**src/sv/sha1_pkg.sv**
```systemverilog
// ----------------------------------------------------------------------------
// SHA-1 engine package
// Shared types, constants and round functions for the SHA-1 hash engine.
// ----------------------------------------------------------------------------
package sha1_pkg;

    localparam int NUM_WORDS   = 5;
    localparam int SCHED_WORDS = 16;
    localparam int NUM_ROUNDS  = 80;
    localparam int ROUND_W     = 7;

    typedef logic [31:0] t_word;

    // Initial chaining value of the standard.
    localparam t_word H_INIT [NUM_WORDS] = '{
        32'h67452301, 32'hEFCDAB89, 32'h98BADCFE, 32'h10325476, 32'hC3D2E1F0
    };

    // Padding marker byte and block positions used while padding.
    localparam logic [7:0] PAD_BYTE = 8'h80;
    localparam logic [5:0] LEN_POS  = 6'd56;
    localparam logic [5:0] LAST_POS = 6'd63;

    // Index of the final digest word.
    localparam logic [2:0] LAST_IDX = 3'd4;

    // Round group selects one of the four round functions and constants.
    typedef enum logic [1:0] {
        F_CHOOSE,
        F_PARITY_LO,
        F_MAJORITY,
        F_PARITY_HI
    } t_fsel;

    // Controller states.
    typedef enum logic [2:0] {
        ST_IDLE,
        ST_PAD_INIT,
        ST_PAD,
        ST_ROUND,
        ST_UPDATE,
        ST_FINISH
    } t_state;

    // Commands from the controller to the datapath.
    typedef struct packed {
        logic  push_byte;
        logic  push_pad;
        logic  pad_init;
        logic  round_load;
        logic  round_step;
        logic  update;
        logic  set_last_blk;
        logic  finish;
        t_fsel fsel;
    } t_dp_cmd;

    // Status from the datapath to the controller.
    typedef struct packed {
        logic block_full;
        logic last_blk;
        logic out_busy;
    } t_dp_sts;

    function automatic t_word round_const(input t_fsel sel);
        t_word k;
        unique case (sel)
            F_CHOOSE:    k = 32'h5A827999;
            F_PARITY_LO: k = 32'h6ED9EBA1;
            F_MAJORITY:  k = 32'h8F1BBCDC;
            F_PARITY_HI: k = 32'hCA62C1D6;
            default:     k = 32'h5A827999;
        endcase
        return k;
    endfunction

    function automatic t_word round_func(input t_fsel sel, input t_word b,
                                         input t_word c, input t_word d);
        t_word f;
        unique case (sel)
            F_CHOOSE:   f = (b & c) | (~b & d);
            F_MAJORITY: f = (b & c) | (b & d) | (c & d);
            default:    f = b ^ c ^ d;
        endcase
        return f;
    endfunction

endpackage

```
**src/sv/sha1_ctrl.sv**
```systemverilog
// ----------------------------------------------------------------------------
// SHA-1 engine controller
// Sequences byte intake, padding, the 80 compression rounds and the
// hand-off of the finished digest to the output register.
// ----------------------------------------------------------------------------
module sha1_ctrl (
    input  logic              i_clk,
    input  logic              i_rst_n,
    input  logic              i_valid,
    input  logic              i_byte_valid,
    input  logic              i_end_of_message,
    output logic              o_stall,
    input  sha1_pkg::t_dp_sts i_sts,
    output sha1_pkg::t_dp_cmd o_cmd
);
    import sha1_pkg::*;

    t_state             r_state, n_state;
    logic [ROUND_W-1:0] r_round, n_round;
    logic               r_eom, n_eom;
    logic               r_padding, n_padding;
    logic               w_fire;

    // Input transfers are taken only while waiting for bytes.
    assign o_stall = (r_state != ST_IDLE);
    assign w_fire  = i_valid && !o_stall;

    // State and sequencing registers.
    always_ff @(posedge i_clk) begin
        if (!i_rst_n) begin
            r_state   <= ST_IDLE;
            r_round   <= '0;
            r_eom     <= 1'b0;
            r_padding <= 1'b0;
        end else begin
            r_state   <= n_state;
            r_round   <= n_round;
            r_eom     <= n_eom;
            r_padding <= n_padding;
        end
    end

    // Next state and datapath commands.
    always_comb begin
        n_state   = r_state;
        n_round   = r_round;
        n_eom     = r_eom;
        n_padding = r_padding;
        o_cmd     = '0;

        // Round group from the round counter.
        priority if (r_round < ROUND_W'(20)) begin
            o_cmd.fsel = F_CHOOSE;
        end else if (r_round < ROUND_W'(40)) begin
            o_cmd.fsel = F_PARITY_LO;
        end else if (r_round < ROUND_W'(60)) begin
            o_cmd.fsel = F_MAJORITY;
        end else begin
            o_cmd.fsel = F_PARITY_HI;
        end

        unique case (r_state)
            ST_IDLE: begin
                if (w_fire) begin
                    n_eom = i_end_of_message;
                    if (i_byte_valid) begin
                        o_cmd.push_byte = 1'b1;
                        if (i_sts.block_full) begin
                            o_cmd.round_load = 1'b1;
                            n_round          = '0;
                            n_state          = ST_ROUND;
                        end else if (i_end_of_message) begin
                            n_state = ST_PAD_INIT;
                        end
                    end else if (i_end_of_message) begin
                        n_state = ST_PAD_INIT;
                    end
                end
            end
            ST_PAD_INIT: begin
                o_cmd.pad_init = 1'b1;
                n_padding      = 1'b1;
                n_state        = ST_PAD;
            end
            ST_PAD: begin
                o_cmd.push_pad = 1'b1;
                if (i_sts.block_full) begin
                    o_cmd.round_load = 1'b1;
                    n_round          = '0;
                    n_state          = ST_ROUND;
                end
            end
            ST_ROUND: begin
                o_cmd.round_step = 1'b1;
                if (r_round == ROUND_W'(NUM_ROUNDS - 1)) begin
                    n_state = ST_UPDATE;
                end else begin
                    n_round = r_round + 1'b1;
                end
            end
            ST_UPDATE: begin
                o_cmd.update = 1'b1;
                if (r_padding) begin
                    if (i_sts.last_blk) begin
                        n_state = ST_FINISH;
                    end else begin
                        o_cmd.set_last_blk = 1'b1;
                        n_state            = ST_PAD;
                    end
                end else if (r_eom) begin
                    n_state = ST_PAD_INIT;
                end else begin
                    n_state = ST_IDLE;
                end
            end
            ST_FINISH: begin
                // Wait until the previous digest has been fully taken.
                if (!i_sts.out_busy) begin
                    o_cmd.finish = 1'b1;
                    n_padding    = 1'b0;
                    n_eom        = 1'b0;
                    n_state      = ST_IDLE;
                end
            end
            default: begin
                n_state = ST_IDLE;
            end
        endcase
    end

endmodule

```
**src/sv/sha1_dpath.sv**
```systemverilog
// ----------------------------------------------------------------------------
// SHA-1 engine datapath
// Message schedule window, working variables, chaining value, byte count,
// padding generator and the digest output register.
// ----------------------------------------------------------------------------
module sha1_dpath (
    input  logic              i_clk,
    input  logic              i_rst_n,
    input  sha1_pkg::t_dp_cmd i_cmd,
    output sha1_pkg::t_dp_sts o_sts,
    input  logic [7:0]        i_data_byte,
    output logic              o_valid,
    input  logic              i_stall,
    output logic [31:0]       o_digest_word,
    output logic [2:0]        o_word_index,
    output logic              o_last_word
);
    import sha1_pkg::*;

    t_word       r_win [SCHED_WORDS];
    t_word       r_wk  [NUM_WORDS];
    t_word       r_h   [NUM_WORDS];
    t_word       r_dig [NUM_WORDS];
    logic [60:0] r_cnt;
    logic [5:0]  r_pos;
    logic        r_first;
    logic        r_last_blk;
    logic [63:0] r_bits;
    logic [2:0]  r_oidx;
    logic        r_ovalid;

    logic        w_push;
    logic        w_len_zone;
    logic [7:0]  w_byte;
    t_word       w_sum;
    t_word       w_sched;
    t_word       w_mix;
    logic        w_out_xfer;

    // Byte entering the window: message byte or padding byte.
    assign w_push     = i_cmd.push_byte || i_cmd.push_pad;
    assign w_len_zone = r_last_blk && (r_pos >= LEN_POS) && !r_first;

    always_comb begin
        if (i_cmd.push_byte) begin
            w_byte = i_data_byte;
        end else if (r_first) begin
            w_byte = PAD_BYTE;
        end else if (w_len_zone) begin
            w_byte = r_bits[63:56];
        end else begin
            w_byte = 8'h00;
        end
    end

    // One SHA-1 round and the next schedule word.
    assign w_sum = {r_wk[0][26:0], r_wk[0][31:27]}
                 + round_func(i_cmd.fsel, r_wk[1], r_wk[2], r_wk[3])
                 + r_wk[4] + round_const(i_cmd.fsel) + r_win[0];
    assign w_mix   = r_win[13] ^ r_win[8] ^ r_win[2] ^ r_win[0];
    assign w_sched = {w_mix[30:0], w_mix[31]};

    // Schedule window: byte-wise shift while filling, word-wise in rounds.
    always_ff @(posedge i_clk) begin
        if (w_push) begin
            for (int j = 0; j < SCHED_WORDS - 1; j++) begin
                r_win[j] <= {r_win[j][23:0], r_win[j+1][31:24]};
            end
            r_win[SCHED_WORDS-1] <= {r_win[SCHED_WORDS-1][23:0], w_byte};
        end else if (i_cmd.round_step) begin
            for (int j = 0; j < SCHED_WORDS - 1; j++) begin
                r_win[j] <= r_win[j+1];
            end
            r_win[SCHED_WORDS-1] <= w_sched;
        end
    end

    // Working variables a through e.
    always_ff @(posedge i_clk) begin
        if (!i_rst_n) begin
            for (int i = 0; i < NUM_WORDS; i++) begin
                r_wk[i] <= '0;
            end
        end else if (i_cmd.round_load) begin
            r_wk <= r_h;
        end else if (i_cmd.round_step) begin
            r_wk[0] <= w_sum;
            r_wk[1] <= r_wk[0];
            r_wk[2] <= {r_wk[1][1:0], r_wk[1][31:2]};
            r_wk[3] <= r_wk[2];
            r_wk[4] <= r_wk[3];
        end
    end

    // Chaining value.
    always_ff @(posedge i_clk) begin
        if (!i_rst_n) begin
            r_h <= H_INIT;
        end else if (i_cmd.update) begin
            for (int i = 0; i < NUM_WORDS; i++) begin
                r_h[i] <= r_h[i] + r_wk[i];
            end
        end else if (i_cmd.finish) begin
            r_h <= H_INIT;
        end
    end

    // Byte count, block position and padding state.
    always_ff @(posedge i_clk) begin
        if (!i_rst_n) begin
            r_cnt      <= '0;
            r_pos      <= '0;
            r_first    <= 1'b0;
            r_last_blk <= 1'b0;
        end else begin
            if (i_cmd.push_byte) begin
                r_cnt <= r_cnt + 1'b1;
            end else if (i_cmd.finish) begin
                r_cnt <= '0;
            end
            if (w_push) begin
                r_pos <= r_pos + 1'b1;
            end else if (i_cmd.finish) begin
                r_pos <= '0;
            end
            if (i_cmd.pad_init) begin
                r_first    <= 1'b1;
                r_last_blk <= (r_pos < LEN_POS);
            end else begin
                if (i_cmd.push_pad) begin
                    r_first <= 1'b0;
                end
                if (i_cmd.set_last_blk) begin
                    r_last_blk <= 1'b1;
                end
            end
        end
    end

    // Message length in bits, shifted out most significant byte first.
    always_ff @(posedge i_clk) begin
        if (i_cmd.pad_init) begin
            r_bits <= {r_cnt, 3'b000};
        end else if (i_cmd.push_pad && w_len_zone) begin
            r_bits <= {r_bits[55:0], 8'h00};
        end
    end

    // Digest output register, shifted out one word per transfer.
    assign w_out_xfer = r_ovalid && !i_stall;

    always_ff @(posedge i_clk) begin
        if (i_cmd.finish) begin
            r_dig <= r_h;
        end else if (w_out_xfer) begin
            for (int i = 0; i < NUM_WORDS - 1; i++) begin
                r_dig[i] <= r_dig[i+1];
            end
        end
    end

    always_ff @(posedge i_clk) begin
        if (!i_rst_n) begin
            r_ovalid <= 1'b0;
            r_oidx   <= '0;
        end else if (i_cmd.finish) begin
            r_ovalid <= 1'b1;
            r_oidx   <= '0;
        end else if (w_out_xfer) begin
            if (r_oidx == LAST_IDX) begin
                r_ovalid <= 1'b0;
            end
            r_oidx <= r_oidx + 1'b1;
        end
    end

    assign o_valid       = r_ovalid;
    assign o_digest_word = r_dig[0];
    assign o_word_index  = r_oidx;
    assign o_last_word   = (r_oidx == LAST_IDX);

    assign o_sts.block_full = (r_pos == LAST_POS);
    assign o_sts.last_blk   = r_last_blk;
    assign o_sts.out_busy   = r_ovalid;

endmodule

```
**src/sv/sha1_hash_engine.sv**
```systemverilog
// ----------------------------------------------------------------------------
// SHA-1 hash engine
// Streaming SHA-1 with 160-bit digest, one message byte per input transfer.
// ----------------------------------------------------------------------------
// Bytes are taken one per cycle while the engine waits for input; each
// 64th byte starts the compression, which runs its rounds at one round
// per cycle and then folds the result into the chaining value, while
// o_stall is high. End of message passes through a setup state, pads up
// to the block end and compresses each padded block (one or two blocks),
// then loads the output register, after which the five digest words
// leave most significant first. The next message may stream in while
// that digest is still being taken; a following digest waits for it.
module sha1_hash_engine (
    input  logic        i_clk,
    input  logic        i_rst_n,
    input  logic        i_valid,
    output logic        o_stall,
    input  logic [7:0]  i_data_byte,
    input  logic        i_byte_valid,
    input  logic        i_end_of_message,
    output logic        o_valid,
    input  logic        i_stall,
    output logic [31:0] o_digest_word,
    output logic [2:0]  o_word_index,
    output logic        o_last_word
);
    import sha1_pkg::*;

    t_dp_cmd w_cmd;
    t_dp_sts w_sts;

    // Sequencer.
    sha1_ctrl u_ctrl (
        .i_clk            (i_clk),
        .i_rst_n          (i_rst_n),
        .i_valid          (i_valid),
        .i_byte_valid     (i_byte_valid),
        .i_end_of_message (i_end_of_message),
        .o_stall          (o_stall),
        .i_sts            (w_sts),
        .o_cmd            (w_cmd)
    );

    // Hash datapath and output register.
    sha1_dpath u_dpath (
        .i_clk         (i_clk),
        .i_rst_n       (i_rst_n),
        .i_cmd         (w_cmd),
        .o_sts         (w_sts),
        .i_data_byte   (i_data_byte),
        .o_valid       (o_valid),
        .i_stall       (i_stall),
        .o_digest_word (o_digest_word),
        .o_word_index  (o_word_index),
        .o_last_word   (o_last_word)
    );

    // A new digest is never loaded over one that is still being sent.
    a_no_overwrite: assert property (@(posedge i_clk) disable iff (!i_rst_n)
        !(w_cmd.finish && w_sts.out_busy))
        else $error("digest loaded while output busy");

    // The output goes idle after the transfer of the final word.
    a_last_ends: assert property (@(posedge i_clk) disable iff (!i_rst_n)
        (o_valid && !i_stall && o_last_word) |=> !o_valid)
        else $error("output still valid after final word");

    // No input is taken while the rounds run.
    a_stall_rounds: assert property (@(posedge i_clk) disable iff (!i_rst_n)
        w_cmd.round_step |-> o_stall)
        else $error("input accepted during compression");

    // The final-word flag marks exactly the fifth word.
    a_last_index: assert property (@(posedge i_clk) disable iff (!i_rst_n)
        o_valid |-> (o_last_word == (o_word_index == LAST_IDX)))
        else $error("final-word flag and word index disagree");

endmodule
```
**config.mk**
```make
export PLATFORM = sky130hd
export DESIGN_NAME = sha1_hash_engine
export DESIGN_NICKNAME = d
export VERILOG_FILES = /design/src/sv/sha1_pkg.sv /design/src/sv/sha1_ctrl.sv /design/src/sv/sha1_dpath.sv /design/src/sv/sha1_hash_engine.sv
export SDC_FILE = /design/constraint.sdc
export NUM_CORES = 2
export LEC_CHECK = 0
export BUFFER_PORTS_ARGS = -buffer_cell sky130_fd_sc_hd__buf_2
export CORE_MARGIN = 8
export CORE_UTILIZATION = 45
export CTS_CLUSTER_DIAMETER = 120
export DETAILED_ROUTE_END_ITERATION = 10
export PLACE_DENSITY = 0.57
export REMOVE_ABC_BUFFERS = 1
export SLEW_MARGIN = 30
export SYNTH_ARGS = -nofsm -noshare
export SYNTH_HDL_FRONTEND = slang
export SYNTH_HIERARCHICAL = 1
export SYNTH_SLANG_ARGS = --single-unit
```
**constraint.sdc**
```tcl
create_clock -name i_clk -period 29.7 [get_ports i_clk]
set_input_delay 7.425 -clock i_clk [delete_from_list [all_inputs] [get_ports i_clk]]
set_output_delay 7.425 -clock i_clk [all_outputs]
set_load 0.1 [all_outputs]
```
==> reports/results.ini <==
[setup_path]
cp_top_family=buffers and inverters
critPathMaxFanout=76
cp_slowest_cell=buf_4
cp.arrival_ns=11.05
slowest_delay_ns=0.83
r2r_slack_ns=22.42
endpoint_kind=register
crit_path_cell_trace=buf_2 > and3_2 > or2_4 > nor2_4 > buf_4 > buf_4 > mux2_2
path_class=primary input to register
startpoint_type=primary input
critPathBufInv=3
worstPathRequired_ns=30.21
crit_path_frequent_cell=buf_4

[clock_tree]
cts_root_buf=clkbuf_16
cts_tree=built
h-tree-depth=4
post_cts_resized=0
ctsLongestPathBuffers=3
clock_latency_ns=0.78
cts_buffers=131
clkSlewWorstSetupHoldPaths_ns=0.05
post_cts_buffers=0
clock_sinks=1138
cts_hold_buf=0

[run]
drv_cap=0

[die]
die_x_um=386.0
die-area_um2=149000
dieHeight_um=386.0
pin_count=52
core-area_um2=135600
start_util_pct=45.42
rows=135

[power_and_ir_drop]
p_switching_mw=1.109
clockPowerShare_pct=38.7
vdd_drop_max_uv=58.54
internal_power_mw=3.092
swShare_pct=26.39
power.density_nw_per_um2=62.17
power.leakage_nw=26.20
power_frac_comb_pct=13.1
p_seq_share_pct=48.2

[global_routing]
grt_pass1_wl_um=247500
first_global_vias=41318
grt_overflow_total=0
grt_util_all_layers_pct=21.17
grt_max_degree=181
antenna_found_initial=3

[drt]
dr.pass1.iters=6
vias=42882
vias_per_cell=5.659
wl_per_cell_um=21.17
antenna_left=0
wirelength_um=160400
drtIter0Drc=3755
drc=0

[timing]
hold_viol_final=0
period_share_pct=35.48
grt_setup_unrepaired=false
layout_min_cycle_time_ns=10.54
drv_slew=0
clock_skew_ns=0.03645
tightest_slew_ns=0.9620
slew_headroom_pct=35.86
setup_viol=0
fmax_mhz=94.91

[run_status]
run_status=finished, final reports clean

[finish]
multi_input_area_um2=28840
drive_gt1_share_pct=15.23
finalNetCount=6030
syn_to_final_growth_pct=9.692
nFillCells=12314
regArea_um2=30120
stdcell_area_um2=67570
fin_util_pct=49.82

[yosys]
synth-edff-count=733
seq_area_frac_synth_pct=48.89
synth_top_area_share_pct=35.73
async_flop_share_pct=0
yosysTopAreaCell=edfxtp_1
syn_avg_cell_area_um2=10.65
synth_area_um2=61600
yosysUniqueCellTypes=110
yosysWarnings=6
synthFlopType=edfxtp_1
netlist_top_cells_area=edfxtp_1 (36%), dfxtp_1 (13%), mux2_2 (9.0%)
ys_ff_latch=1138
postSynthCellCount=5782

[place]
gp_congestion=0.8697
dpl.hpwl_um=107300
portBuffers=51
dpl_cell_area_um2=63210

[min_path]
hp-class=register to register

## logic make-up (layout without fill, tap and decap cells)
kind of cell    count (synthesis)  count (layout)  share of synthesized area (%)
xor+xnor                      241             241                          3.427
mux                           526             526                          9.550
simple gates                 1632            1632                          11.90
compound gates               1232            1232                          13.61
fa+ha+maj                     329             329                          8.202
buf+inv                       684             695                          4.412
other cells                     0               3                              0
flops                        1138            1138                          48.89
## placed cells by master (no fill, tap or decap), drive strengths merged, types with 25 or more instances in the layout
cell type,count
nand2,870
and3,84
nor3,63
fa,125
ha,203
nand4,27
nor2,282
a211oi,30
xor2,71
clkbuf,187
a21oi,310
edfxtp,733
mux2i,32
dfxtp,405
o211a,123
o211ai,144
inv,358
mux2,494
buf,98
or2,25
o21a,41
o21ai,265
clkinv,41
o22ai,36
nand3,117
xnor2,170
or3,46
a21o,102
## routing by layer
metal	up-vias	global-route usage, %	share of wire, %
li1	20516	-	-
met1	21199	30.98	48
met2	984	32.54	45
met3	183	3.718	5.2
met4	0	5.154	2.0
met5	-	0	0
## worst paths after layout
kind                                                      from                        endpoint  depth (start not counted)
worst max-delay path                              i_byte_valid  u_dpath/r_win[0][99]$_DFFE_PP_                          7
worst min-delay path            u_ctrl/r_round[1]$_SDFFE_PN0P_  u_ctrl/r_round[1]$_SDFFE_PN0P_                          2
worst max register to register  u_ctrl/r_round[3]$_SDFFE_PN0P_  u_dpath/r_wk[157]$_SDFFE_PN0P_                         26
worst min register to register  u_ctrl/r_round[1]$_SDFFE_PN0P_  u_ctrl/r_round[1]$_SDFFE_PN0P_                          2
## worst register-to-register path, cell delays in order, from the launching register on
cell and delay (ns):
dfxtp_1 0.46, maj3_1 0.21, a221o_2 0.26, inv_1 0.11, ha_1 0.22, buf_4 0.21
inv_1 0.08, buf_4 0.49, o22ai_1 0.22, a21oi_1 0.43, fa_1 0.53, fa_1 0.55
fa_1 0.42, inv_1 0.08, ha_1 0.16, inv_1 0.06, fa_1 0.46, nor2b_1 0.11
o21ai_0 0.11, a21boi_1 0.21, o21ai_1 0.15, a211oi_1 0.34, o21ai_1 0.24, a2111oi_0 0.53
o2111a_1 0.32, nor2_1 0.05, o31ai_1 0.20
## power groups by stage
stage	Sequential (mW)	Combinational, mW	Clock (mW)
after floorplan	2.08	0.431	0
after global placement	2.06	0.540	0
after detailed placement	2.06	0.551	0
after CTS	2.02	0.554	1.67
after global routing	2.04	0.614	1.73
final	2.02	0.550	1.63
## through the flow
stage          power, mW  setup slack (ns)  setup TNS (ns)  cells  hold WS, ns
2_1_floorplan      2.514            -2.470        -1264.88   5456       0.4472
3_3_place_gp       2.597             18.17               0   7335       0.4593
3_5_place_dp       2.607             18.21               0   7335       0.4731
4_1_cts            4.252             19.03               0   7573       0.4814
5_1_grt            4.388             18.92               0   7575       0.5090
6_report           4.201             19.16               0   7577       0.4813
## sequential cells by signal (all words and copies together) (netlist names)
signal and count:
u_dpath/r_cnt 61, u_dpath/r_win 512, u_dpath/r_last_blk 1, u_dpath/r_pos 6
u_dpath/o_valid 1, u_dpath/r_dig 128, u_dpath/r_h 160, u_dpath/o_word_index 3
u_dpath/o_digest_word 32, u_ctrl/r_eom 1, u_ctrl/r_state 3, u_ctrl/r_padding 1
u_dpath/r_first 1, u_dpath/r_bits 61, u_ctrl/r_round 7, u_dpath/r_wk 160
## final cells by class
class                      count  share of cell area [%]
timing repair buffer          99                   1.037
antenna                        3                 0.01111
clock inverter                52                  0.8295
clock buffer                 186                   5.553
multi-input combinational   3960                   42.68
inverter                     358                   2.022
sequential                  1138                   44.57
tap                         1781                   3.298
## synthesized netlist by cell type, types with 23 or more instances
cell type / instances
nand2_1: 870
edfxtp_1: 733
mux2_2: 491
dfxtp_1: 405
inv_1: 353
a21oi_1: 305
nor2_1: 281
clkbuf_1: 268
o21ai_0: 247
ha_1: 203
xnor2_1: 170
o211ai_1: 144
fa_1: 125
o211a_1: 123
nand3_1: 115
a21o_1: 102
and3_1: 79
xor2_1: 71
nor3_1: 56
or3_1: 46
o21a_1: 41
buf_4: 36
o22ai_1: 36
mux2i_1: 32
a211oi_1: 27
nand4_1: 25
a31oi_1: 23
o21bai_1: 23
Note: power is estimated with default switching activity, not from simulation.
